[src/rtl/core/cmdf_pkg.sv]
// cmdf_pkg: types and constants for the control message deframer
// used by control_message_deframer_core and its port checker; no dependencies
`default_nettype none

package cmdf_pkg;

  // parse phase of the deframer
  typedef enum logic [2:0] {
    PH_HEADER  = 3'd0,
    PH_COMMAND = 3'd1,
    PH_LENGTH  = 3'd2,
    PH_PAYLOAD = 3'd3,
    PH_DISCARD = 3'd4
  } phase_t;

  // byte kinds as they leave the block
  localparam logic [2:0] KIND_HEADER  = 3'd0;
  localparam logic [2:0] KIND_COMMAND = 3'd1;
  localparam logic [2:0] KIND_LENGTH  = 3'd2;
  localparam logic [2:0] KIND_PAYLOAD = 3'd3;
  localparam logic [2:0] KIND_DISCARD = 3'd4;

  // fault codes
  localparam logic [1:0] FAULT_NONE     = 2'd0;
  localparam logic [1:0] FAULT_TOO_LONG = 2'd1;
  localparam logic [1:0] FAULT_TRUNC    = 2'd2;
  localparam logic [1:0] FAULT_OVERFLOW = 2'd3;

  // header layout: three little-endian words, body length is the third
  localparam logic [3:0] HDR_LEN_B0 = 4'd8;
  localparam logic [3:0] HDR_LEN_B1 = 4'd9;
  localparam logic [3:0] HDR_LEN_B2 = 4'd10;
  localparam logic [3:0] HDR_LAST   = 4'd11;

  // varint length groups
  localparam int GROUP_BITS = 7;
  localparam int MORE_BIT   = 7;

  // result word layout
  localparam int TDATA_W = 80;
  localparam int TUSER_W = 6;

endpackage : cmdf_pkg

`default_nettype wire

[src/rtl/core/control_message_deframer_core.sv]
// control_message_deframer_core: tags every byte of a control message
// (12-byte header, then packets of command, varint length and payload)
// depends on cmdf_pkg
//
// Usage:
//   in_*  : one message byte per word, header first, in_tdata[7:0].
//   out_* : one tagged word per input byte; tdata carries the byte, the
//           command, the packet length and the payload index; tuser the byte
//           kind, the end-of-packet flag and the fault code; tlast marks the
//           final byte of a message.
//   out_tvalid is registered and set at the accepting edge. A byte can be
//   taken every cycle: the parse state and the result register both update
//   at the accepting edge, and in_tready stays high while the result register
//   is empty or being drained in the same cycle.
//   When the receiver stalls, the result holds in the output register and
//   in_tready is low, so further bytes wait upstream; nothing is dropped.
//   Reset empties the output register and returns the parser to the start of
//   a message header with all counts at zero.
//   After a fault the rest of the message is passed out as discarded bytes
//   and parsing restarts at the next header.
`default_nettype none

module control_message_deframer_core #(
  parameter int LENGTH_WIDTH = 32
) (
  input  wire logic                         clk,
  input  wire logic                         rst_n,
  // in_tdata: [7:0] data_byte
  input  wire logic                         in_tvalid,
  output      logic                         in_tready,
  input  wire logic [7:0]                   in_tdata,
  // out_tdata: [7:0] byte_value, [15:8] command_code,
  //            [47:16] packet_length, [79:48] payload_index
  // out_tuser: [2:0] byte_kind, [3] last_of_packet, [5:4] fault
  // out_tlast: last_of_message
  output      logic                         out_tvalid,
  input  wire logic                         out_tready,
  output      logic [cmdf_pkg::TDATA_W-1:0] out_tdata,
  output      logic [cmdf_pkg::TUSER_W-1:0] out_tuser,
  output      logic                         out_tlast
);

  import cmdf_pkg::*;

  localparam int LW = LENGTH_WIDTH;
  localparam int EW = (LENGTH_WIDTH > 32) ? LENGTH_WIDTH : 32;

  // parse state
  phase_t           phase_r, phase_nxt;
  logic [3:0]       hdr_cnt_r, hdr_cnt_nxt;
  logic [31:0]      msg_left_r, msg_left_nxt;
  logic [7:0]       cmd_r, cmd_nxt;
  logic [LW-1:0]    acc_r, acc_nxt;
  logic [LW-1:0]    pay_left_r, pay_left_nxt;

  // result register
  logic             out_valid_r;
  logic [2:0]       kind_r, kind_nxt;
  logic [7:0]       value_r;
  logic [7:0]       cmd_out_r, cmd_out_nxt;
  logic [31:0]      plen_r, plen_nxt;
  logic [31:0]      pidx_r, pidx_nxt;
  logic             lastp_r, lastp_nxt;
  logic             lastm_r, lastm_nxt;
  logic [1:0]       fault_r, fault_nxt;

  logic             accept;
  logic [31:0]      msg_dec;
  logic [LW-1:0]    pay_dec;
  logic [LW-1:0]    acc_shift;
  logic [LW-1:0]    pay_pos;
  logic             acc_ovf;
  logic [EW-1:0]    acc_shift_ext;
  logic [EW-1:0]    msg_dec_ext;
  logic [EW-1:0]    acc_ext;
  logic [EW-1:0]    pay_pos_ext;

  assign in_tready = !out_valid_r || out_tready;
  assign accept    = in_tvalid && in_tready;

  assign msg_dec   = msg_left_r - 32'd1;
  assign pay_dec   = pay_left_r - LW'(1);
  assign acc_ovf   = (acc_r >> (LW - GROUP_BITS)) != '0;
  assign acc_shift = {acc_r[LW-GROUP_BITS-1:0], in_tdata[GROUP_BITS-1:0]};
  assign pay_pos   = acc_r - pay_left_r;

  assign acc_shift_ext = EW'(acc_shift);
  assign msg_dec_ext   = EW'(msg_dec);
  assign acc_ext       = EW'(acc_r);
  assign pay_pos_ext   = EW'(pay_pos);

  always_comb begin
    phase_nxt    = phase_r;
    hdr_cnt_nxt  = hdr_cnt_r;
    msg_left_nxt = msg_left_r;
    cmd_nxt      = cmd_r;
    acc_nxt      = acc_r;
    pay_left_nxt = pay_left_r;
    kind_nxt     = KIND_HEADER;
    cmd_out_nxt  = 8'd0;
    plen_nxt     = 32'd0;
    pidx_nxt     = 32'd0;
    lastp_nxt    = 1'b0;
    lastm_nxt    = 1'b0;
    fault_nxt    = FAULT_NONE;

    case (phase_r)
      PH_COMMAND: begin
        kind_nxt     = KIND_COMMAND;
        msg_left_nxt = msg_dec;
        cmd_nxt      = in_tdata;
        cmd_out_nxt  = in_tdata;
        acc_nxt      = '0;
        if (msg_dec == 32'd0) begin
          // message ends on the command byte
          fault_nxt = FAULT_TRUNC;
          lastm_nxt = 1'b1;
          phase_nxt = PH_HEADER;
        end else begin
          phase_nxt = PH_LENGTH;
        end
      end
      PH_LENGTH: begin
        kind_nxt     = KIND_LENGTH;
        cmd_out_nxt  = cmd_r;
        msg_left_nxt = msg_dec;
        if (acc_ovf) begin
          plen_nxt  = acc_ext[31:0];
          fault_nxt = FAULT_OVERFLOW;
          lastm_nxt = (msg_dec == 32'd0);
          phase_nxt = (msg_dec == 32'd0) ? PH_HEADER : PH_DISCARD;
        end else begin
          acc_nxt  = acc_shift;
          plen_nxt = acc_shift_ext[31:0];
          if (in_tdata[MORE_BIT]) begin
            if (msg_dec == 32'd0) begin
              fault_nxt = FAULT_TRUNC;
              lastm_nxt = 1'b1;
              phase_nxt = PH_HEADER;
            end
          end else if (acc_shift_ext > msg_dec_ext) begin
            fault_nxt = FAULT_TOO_LONG;
            lastm_nxt = (msg_dec == 32'd0);
            phase_nxt = (msg_dec == 32'd0) ? PH_HEADER : PH_DISCARD;
          end else if (acc_shift == '0) begin
            // zero-length packet ends on its last length group
            lastp_nxt = 1'b1;
            lastm_nxt = (msg_dec == 32'd0);
            phase_nxt = (msg_dec == 32'd0) ? PH_HEADER : PH_COMMAND;
          end else begin
            pay_left_nxt = acc_shift;
            phase_nxt    = PH_PAYLOAD;
          end
        end
      end
      PH_PAYLOAD: begin
        kind_nxt     = KIND_PAYLOAD;
        cmd_out_nxt  = cmd_r;
        plen_nxt     = acc_ext[31:0];
        pidx_nxt     = pay_pos_ext[31:0];
        msg_left_nxt = msg_dec;
        pay_left_nxt = pay_dec;
        if (pay_dec == '0) begin
          lastp_nxt = 1'b1;
          lastm_nxt = (msg_dec == 32'd0);
          phase_nxt = (msg_dec == 32'd0) ? PH_HEADER : PH_COMMAND;
        end
      end
      PH_DISCARD: begin
        kind_nxt     = KIND_DISCARD;
        msg_left_nxt = msg_dec;
        if (msg_dec == 32'd0) begin
          lastm_nxt = 1'b1;
          phase_nxt = PH_HEADER;
        end
      end
      default: begin
        kind_nxt = KIND_HEADER;
        // body length word lands byte lane by byte lane
        case (hdr_cnt_r)
          4'd0:       msg_left_nxt = 32'd0;
          HDR_LEN_B0: msg_left_nxt[7:0]   = in_tdata;
          HDR_LEN_B1: msg_left_nxt[15:8]  = in_tdata;
          HDR_LEN_B2: msg_left_nxt[23:16] = in_tdata;
          HDR_LAST:   msg_left_nxt[31:24] = in_tdata;
          default:    msg_left_nxt = msg_left_r;
        endcase
        if (hdr_cnt_r >= HDR_LAST) begin
          hdr_cnt_nxt = 4'd0;
          if ({in_tdata, msg_left_r[23:0]} == 32'd0) begin
            lastm_nxt = 1'b1;
            phase_nxt = PH_HEADER;
          end else begin
            phase_nxt = PH_COMMAND;
          end
        end else begin
          hdr_cnt_nxt = hdr_cnt_r + 4'd1;
          phase_nxt   = PH_HEADER;
        end
      end
    endcase
  end

  always_ff @(posedge clk) begin
    if (!rst_n) begin
      phase_r    <= PH_HEADER;
      hdr_cnt_r  <= 4'd0;
      msg_left_r <= 32'd0;
      cmd_r      <= 8'd0;
      acc_r      <= '0;
      pay_left_r <= '0;
    end else if (accept) begin
      phase_r    <= phase_nxt;
      hdr_cnt_r  <= hdr_cnt_nxt;
      msg_left_r <= msg_left_nxt;
      cmd_r      <= cmd_nxt;
      acc_r      <= acc_nxt;
      pay_left_r <= pay_left_nxt;
    end
  end

  always_ff @(posedge clk) begin
    if (!rst_n) begin
      out_valid_r <= 1'b0;
    end else if (accept) begin
      out_valid_r <= 1'b1;
    end else if (out_tready) begin
      out_valid_r <= 1'b0;
    end
  end

  always_ff @(posedge clk) begin
    if (accept) begin
      kind_r    <= kind_nxt;
      value_r   <= in_tdata;
      cmd_out_r <= cmd_out_nxt;
      plen_r    <= plen_nxt;
      pidx_r    <= pidx_nxt;
      lastp_r   <= lastp_nxt;
      lastm_r   <= lastm_nxt;
      fault_r   <= fault_nxt;
    end
  end

  assign out_tvalid = out_valid_r;
  assign out_tdata  = {pidx_r, plen_r, cmd_out_r, value_r};
  assign out_tuser  = {fault_r, lastp_r, kind_r};
  assign out_tlast  = lastm_r;

endmodule : control_message_deframer_core

`default_nettype wire

[config.mk]
export PLATFORM = sky130hd
export DESIGN_NAME = control_message_deframer_core
export DESIGN_NICKNAME = d
export VERILOG_FILES = /design/src/rtl/core/cmdf_pkg.sv /design/src/rtl/core/control_message_deframer_core.sv
export SDC_FILE = /design/constraint.sdc
export NUM_CORES = 1
export LEC_CHECK = 0
export BUFFER_PORTS_ARGS = -buffer_cell sky130_fd_sc_hd__buf_2
export CAP_MARGIN = 5
export CORE_UTILIZATION = 58
export DETAILED_ROUTE_END_ITERATION = 8
export GPL_ROUTABILITY_DRIVEN = 0
export PLACE_DENSITY = 0.78
export SLEW_MARGIN = 20
export SYNTH_ARGS = -nofsm -noshare
export SYNTH_HDL_FRONTEND = slang
export SYNTH_SLANG_ARGS = --single-unit
[constraint.sdc]
create_clock -name clk -period 5.3 [get_ports clk]
set_clock_uncertainty 0.15 [all_clocks]
set_input_delay 0.265 -clock clk [delete_from_list [all_inputs] [get_ports clk]]
set_output_delay 0.265 -clock clk [all_outputs]
set_load 0.1 [all_outputs]
Word-level counts from Yosys, hierarchy flattened

Cells that the tools add are included.

Register bits: 199
Word-level logic and storage cells: 116
Bits of input ports: 12
Output and inout bits: 89

Reduce and logical (&&, ||, !) cells: 28
Multiplexer cells: 50
$lt $le $gt $ge: 2
$add $sub $neg: 4
Equal/unequal tests: 13
Bitwise logic cells: 1

Operator list:

| cell                                                                  | count |
|---|---|
| 32-bit 2-to-1 mux                                                     | 6 |
| 32-bit case mux with 2 select lines                                   | 3 |
| 32-bit logical NOT                                                    | 4 |
| 8-bit case mux with 2 select lines                                    | 5 |
| 32-bit by 1-bit subtractor with 32-bit output (second input constant) | 2 |
| 32-bit greater-than comparator                                        | 1 |
| 32-bit nonzero test                                                   | 1 |
| 32-bit subtractor                                                     | 1 |
| 3-bit case mux with 4 select lines                                    | 2 |
| 3-bit 2-to-1 mux                                                      | 7 |
| 1-bit 2-to-1 mux                                                      | 18 |
| 4-bit == test (second input constant)                                 | 4 |
| 2-bit AND reduction                                                   | 8 |
| 3-bit nonzero test                                                    | 4 |
| 2-bit 2-to-1 mux                                                      | 5 |
| 2-bit inequality test (second input constant)                         | 5 |
| 3-bit by 2-bit == test with 1-bit output (second input constant)      | 2 |
| 6-bit AND reduction                                                   | 1 |
| 2-bit nonzero test                                                    | 3 |
| 4-bit by 1-bit adder with 4-bit output (second input constant)        | 1 |
| 4-bit >= comparator (second input constant)                           | 1 |
| 4-bit logical NOT                                                     | 1 |
| 4-bit 2-to-1 mux                                                      | 1 |
| 2-bit case mux with 2 select lines                                    | 1 |
| 10 further kinds                                                      | 11 |

Longest topological paths before layout

Depth in word-level cells: 8
Gate-level depth with buffers: 19
Mapped depth without buffers: 17

Worst setup path before layout

No wires, ideal clock.

Path type: register to register
Start point: register out_valid_r, in the netlist out_tvalid
End point: register pay_left_r[21]
Data required time: 5.031 ns
Setup slack: -0.663 ns
Period minus slack after synthesis: 5.963 ns
Cell stages (with the launch flop): 11
Library setup time: 0.119 ns
Buffers on the path: 3
Arrival time: 5.695 ns
Cells stage by stage: dfxtp_1 > nand2b_1 > nand2_1 > clkbuf_1 > clkinv_1 > nand3_1 > o21a_1 > clkbuf_1 > clkbuf_1 > nor2_1 > o221a_2

Cells in the longest elaborated chain, start to end: 4

RTL lines:

| element                              | line                                 | source |
|---|---|---|
| start, declared                      | control_message_deframer_core.sv:57  | `logic out_valid_r;` |
| start signal, assigned               | control_message_deframer_core.sv:224 | `out_valid_r <= 1'b0;` |
| start signal, assigned               | control_message_deframer_core.sv:226 | `out_valid_r <= 1'b1;` |
| start signal, assigned               | control_message_deframer_core.sv:228 | `out_valid_r <= 1'b0;` |
| 1-bit logical NOT                    | control_message_deframer_core.sv:78  | `assign in_tready = !out_valid_r \|\| out_tready;` |
| 1-bit logical OR                     | control_message_deframer_core.sv:78  |  |
| net in_tready                        | control_message_deframer_core.sv:30  | `output logic in_tready,` |
| 1-bit logical AND                    | control_message_deframer_core.sv:79  | `assign accept = in_tvalid && in_tready;` |
| net accept                           | control_message_deframer_core.sv:67  | `logic accept;` |
| 6-bit AND reduction (no source line) | -                                    |  |
| end signal, assigned                 | control_message_deframer_core.sv:218 | `pay_left_r <= pay_left_nxt;` |
| end, declared                        | control_message_deframer_core.sv:54  | `logic [LW-1:0] pay_left_r, pay_left_nxt;` |

The timed path passes the listed nets, and every way through them passes these cells.
A chain may end at the register's enable or synchronous reset.

Worst setup path in the final report

Start point: register msg_left_r[0]
End point: register pay_left_r[30]

Cells in the longest elaborated chain, start to end: 4

RTL lines:

| element                                       | line                                 | source |
|---|---|---|
| start, declared                               | control_message_deframer_core.sv:51  | `logic [31:0] msg_left_r, msg_left_nxt;` |
| start signal, assigned                        | control_message_deframer_core.sv:215 | `msg_left_r <= msg_left_nxt;` |
| 32-bit by 1-bit subtractor with 32-bit output | control_message_deframer_core.sv:81  | `assign msg_dec = msg_left_r - 32'd1;` |
| 32-bit greater-than comparator                | control_message_deframer_core.sv:141 | `end else if (acc_shift_ext > msg_dec_ext) begin` |
| 2-bit inequality test (no source line)        | -                                    |  |
| 6-bit AND reduction (no source line)          | -                                    |  |

Every way passes these cells.

==> flow_metrics.env <==
export IMPL_placementRows=53
export IMPL_p_sw_share_pct=38.10
export IMPL_synthesis_nets=1499
export IMPL_hold_slack_ns=0.01692
export IMPL_cts_clk_slew_worst_paths_ns=0.08
export IMPL_place_inst=1707
export IMPL_endpoint_kind="flip-flop"
export IMPL_seq_area_um2=4855
export IMPL_cpMostUsedCell="ha_1"
export IMPL_synth_seq_cells=199
export IMPL_powerDensity_nw_per_um2=321.4
export IMPL_synth_warnings=0
export IMPL_yosysTopAreaCellShare_pct=21.07
export IMPL_worstSkewPairLatency_ns=0.45
export IMPL_yosys_top_cells_area="edfxtp_1 21%, dfxtp_1 18%, ha_1 7.3%"
export IMPL_multiInputGateArea_um2=6967
export IMPL_final_cell_mix="117 x nand2_1, 117 x nor2_1, 112 x dfxtp_1"
export IMPL_fp_dieH_um=148.2
export IMPL_grt_max_degree=90
export IMPL_r2r_cells=17
export IMPL_instances_no_fill=1740
export IMPL_p_int_mw=2.702
export IMPL_clockRootBuffer="clkbuf_16"
export IMPL_leakagePower_nw=5.529
export IMPL_cts_setup_buffers=0
export IMPL_status="completed"
export IMPL_place_area_um2=13010
export IMPL_finalWorstSetupSlack_ns=0.2985
export IMPL_die_area_um2=21960
export IMPL_cp_data_required_time_ns=5.52
export IMPL_dpl_hpwl_mm=22.90
export IMPL_synth_compound_area_share_pct=23.82
export IMPL_p_switching_mw=1.663
export IMPL_cts_tree="yes"
export IMPL_grt_setup_unrepaired="false"
export IMPL_p_clk_share_pct=29.6
export IMPL_grt_pass1_wl_mm=54.54
export IMPL_antennaDiodeCount=0
export IMPL_combPwrFrac_pct=30.2
export IMPL_synth_xor_area_share_pct=4.097
export IMPL_postSynthAreaPerCell_um2=8.768
export IMPL_io_pins=101
export IMPL_period_needed_ns=5.001
export IMPL_core_um2=21020
export IMPL_grt_ovfl_total=0
export IMPL_syn_cell_area_um2=12400
export IMPL_n_fill_cell=1772
export IMPL_clk_path_buf_depth=2
export IMPL_h_tree_depth=4
export IMPL_critPathArrivalTime_ns=5.23
export IMPL_slew_viol_final=0
export IMPL_yosysTopAreaCell="edfxtp_1"
export IMPL_r2r_end="pay_left_r[30]"
export IMPL_fin_tns_setup_ns=0
export IMPL_routedWlPerCell_um=19.67
export IMPL_period_share_pct=94.37
export IMPL_first_iter_violations=1265
export IMPL_max_cap_violations=0
export IMPL_hold_path_class="in2reg"
export IMPL_critPathMaxStageDelay_ns=0.60
export IMPL_crit_start="msg_left_r[0]"
export IMPL_muxShareOfSynthArea_pct=0.09083
export IMPL_cts_sinks=199
export IMPL_critPathSlowestCell="or3b_2"
export IMPL_vdd_drop_max_mv=0.2460
export IMPL_hold_violations=0
export IMPL_synth_ff_type="dfxtp_1"
export IMPL_start_kind="flip-flop"
export IMPL_maxClockFrequency_mhz=199.9
export IMPL_portBuffers=100
export IMPL_critPathKind="reg2reg"
export IMPL_track_usage_pct=31.36
export IMPL_pre_cts_ws_ns=0.4797
export IMPL_finalCoreUtilization_pct=64.60
export IMPL_grt_pass1_vias=10320
export IMPL_synth_fa_ha_area_share_pct=7.428
export IMPL_finalInstanceArea_um2=13580
export IMPL_synth_top_family_by_area="compound AO/OA/AOI/OAI gates"
export IMPL_cts_buffers=17
export IMPL_drive_gt1_share_pct=11.47
export IMPL_antenna_found_initial=0
export IMPL_first_pass_iters=5
export IMPL_postSynthCellCount=1414
export IMPL_final_setup_viol_count=0
export IMPL_rr_startpoint="msg_left_r[0]"
export IMPL_yosys_area_share_simple_pct=20.61
export IMPL_r2r_slack_ns=0.30
export IMPL_worstMarginPinSlew_ns=1.075
export IMPL_crit_path_cell_trace="inv_1 > ha_1 > or3b_2 > nor4_2 > nand2_1 > xor2_1 > ha_1 > and4_1 > nor4b_1 > a21boi_0 > a2111oi_0 > o2bb2ai_1 > o21a_1 > buf_12 > a21oi_1 > o22ai_1 > and2_1"
export IMPL_path_max_fanout=64
export IMPL_area_growth_pct=9.537
export IMPL_detail_route_antenna_nets=0
export IMPL_initial_core_util_pct=58.98
export IMPL_die_x_um=148.2
export IMPL_synth_edf_count=87
export IMPL_drc=0
export IMPL_p_seq_share_pct=40.2
export IMPL_synth_distinct_cells=71
export IMPL_vias_per_cell=6.491
export IMPL_slew_headroom_pct=28.33
export IMPL_synthArstFlopShare_pct=0
export IMPL_num_vias=11290
export IMPL_power_total_mw=4.365
export IMPL_nets=1537
export IMPL_seq_area_frac_synth_pct=39.16
export IMPL_drt_wl_total_mm=34.23
export IMPL_endpoint="pay_left_r[30]"
[power by group through the flow]
stage               logic (mW)  clock network, mW  registers (mW)
finish                    1.32               1.29            1.76
global route              1.42               1.36            1.77
CTS                       1.30               1.30            1.75
detailed placement        1.29                  0            1.79
global placement          1.27                  0            1.78
floorplan                0.787                  0            2.02
[cell type report]
| cell class | count | share of cell area, % |
|---|---|---|
| Sequential cell | 199 | 35.75 |
| Tap cell | 275 | 2.534 |
| Clock buffer | 17 | 3.132 |
| Multi-Input combinational cell | 1060 | 51.30 |
| Inverter | 60 | 1.668 |
| Timing Repair Buffer | 114 | 4.625 |
| Clock inverter | 15 | 0.9950 |
[routing by layer]
layer  up-vias  share of wire (%)  GRT usage (%)
met1      5335                 44          44.58
met2       588                 44          47.07
li1       5295                  -              -
met3        76                9.2          5.491
met5         -                  0              0
met4         0                2.9          12.99
[how the worst min path moves through the flow]
stage | startpoint | to | cells after the start
2_1_floorplan | in_tdata[0] | value_r[0] | 0
3_3_place_gp | cmd_r[0] | cmd_r[0] | 2
3_5_place_dp | cmd_r[5] | cmd_r[5] | 2
4_1_cts | out_tready | out_tvalid | 3
5_1_grt | in_tdata[7] | value_r[7] | 1
6_report | out_tready | out_tvalid | 3
[critical path, delay by kind of cell (launching register included)]
family | cells | cell delay [ns]
flip-flops | 1 | 0.39
AO/OA/AOI/OAI | 6 | 1.22
AND/OR/NAND/NOR | 6 | 2.01
XOR/XNOR | 1 | 0.18
buffers and inverters | 2 | 0.39
adder cells (fa/ha/maj) | 2 | 0.60
[cells by family after synthesis]
logic type,count (synthesis)
fa+ha+maj,73
xor+xnor,58
buf+inv,155
mux,1
simple gates,502
flops,199
compound gates,426
[cells in the mapped netlist, types with 10 or more instances]
cell type and n:
a31oi_1 20, or3_1 15, xnor2_1 37, nor4_1 36
nand2b_1 10, edfxtp_1 87, a21boi_0 14, nand2_1 118
nor3_1 51, a21o_1 21, o211a_1 31, o211ai_1 32
ha_1 72, inv_1 58, and2_1 27, a22oi_1 44
a21oi_1 87, dfxtp_1 112, o21ai_0 67, nor2b_1 48
clkbuf_1 83, a22o_1 35, nand4_1 19, nand3_1 23
xor2_1 21, nor2_1 117
[registers in the layout (all words and copies together), names as in the netlist, 2 cells and up]
signal,flops
value_r,8
cmd_r,8
msg_left_r,32
hdr_cnt_r,4
fault_r,2
kind_r,3
acc_ext,32
cmd_out_r,8
pay_left_r,32
phase_r,3
pidx_r,32
plen_r,32
[timing repair]
action	4_1_cts	5_1_grt
endpoints found under the hold margin	1	0
hold buffers	1	0
resized for setup	0	0
Note: power is estimated with default switching activity, not from simulation.
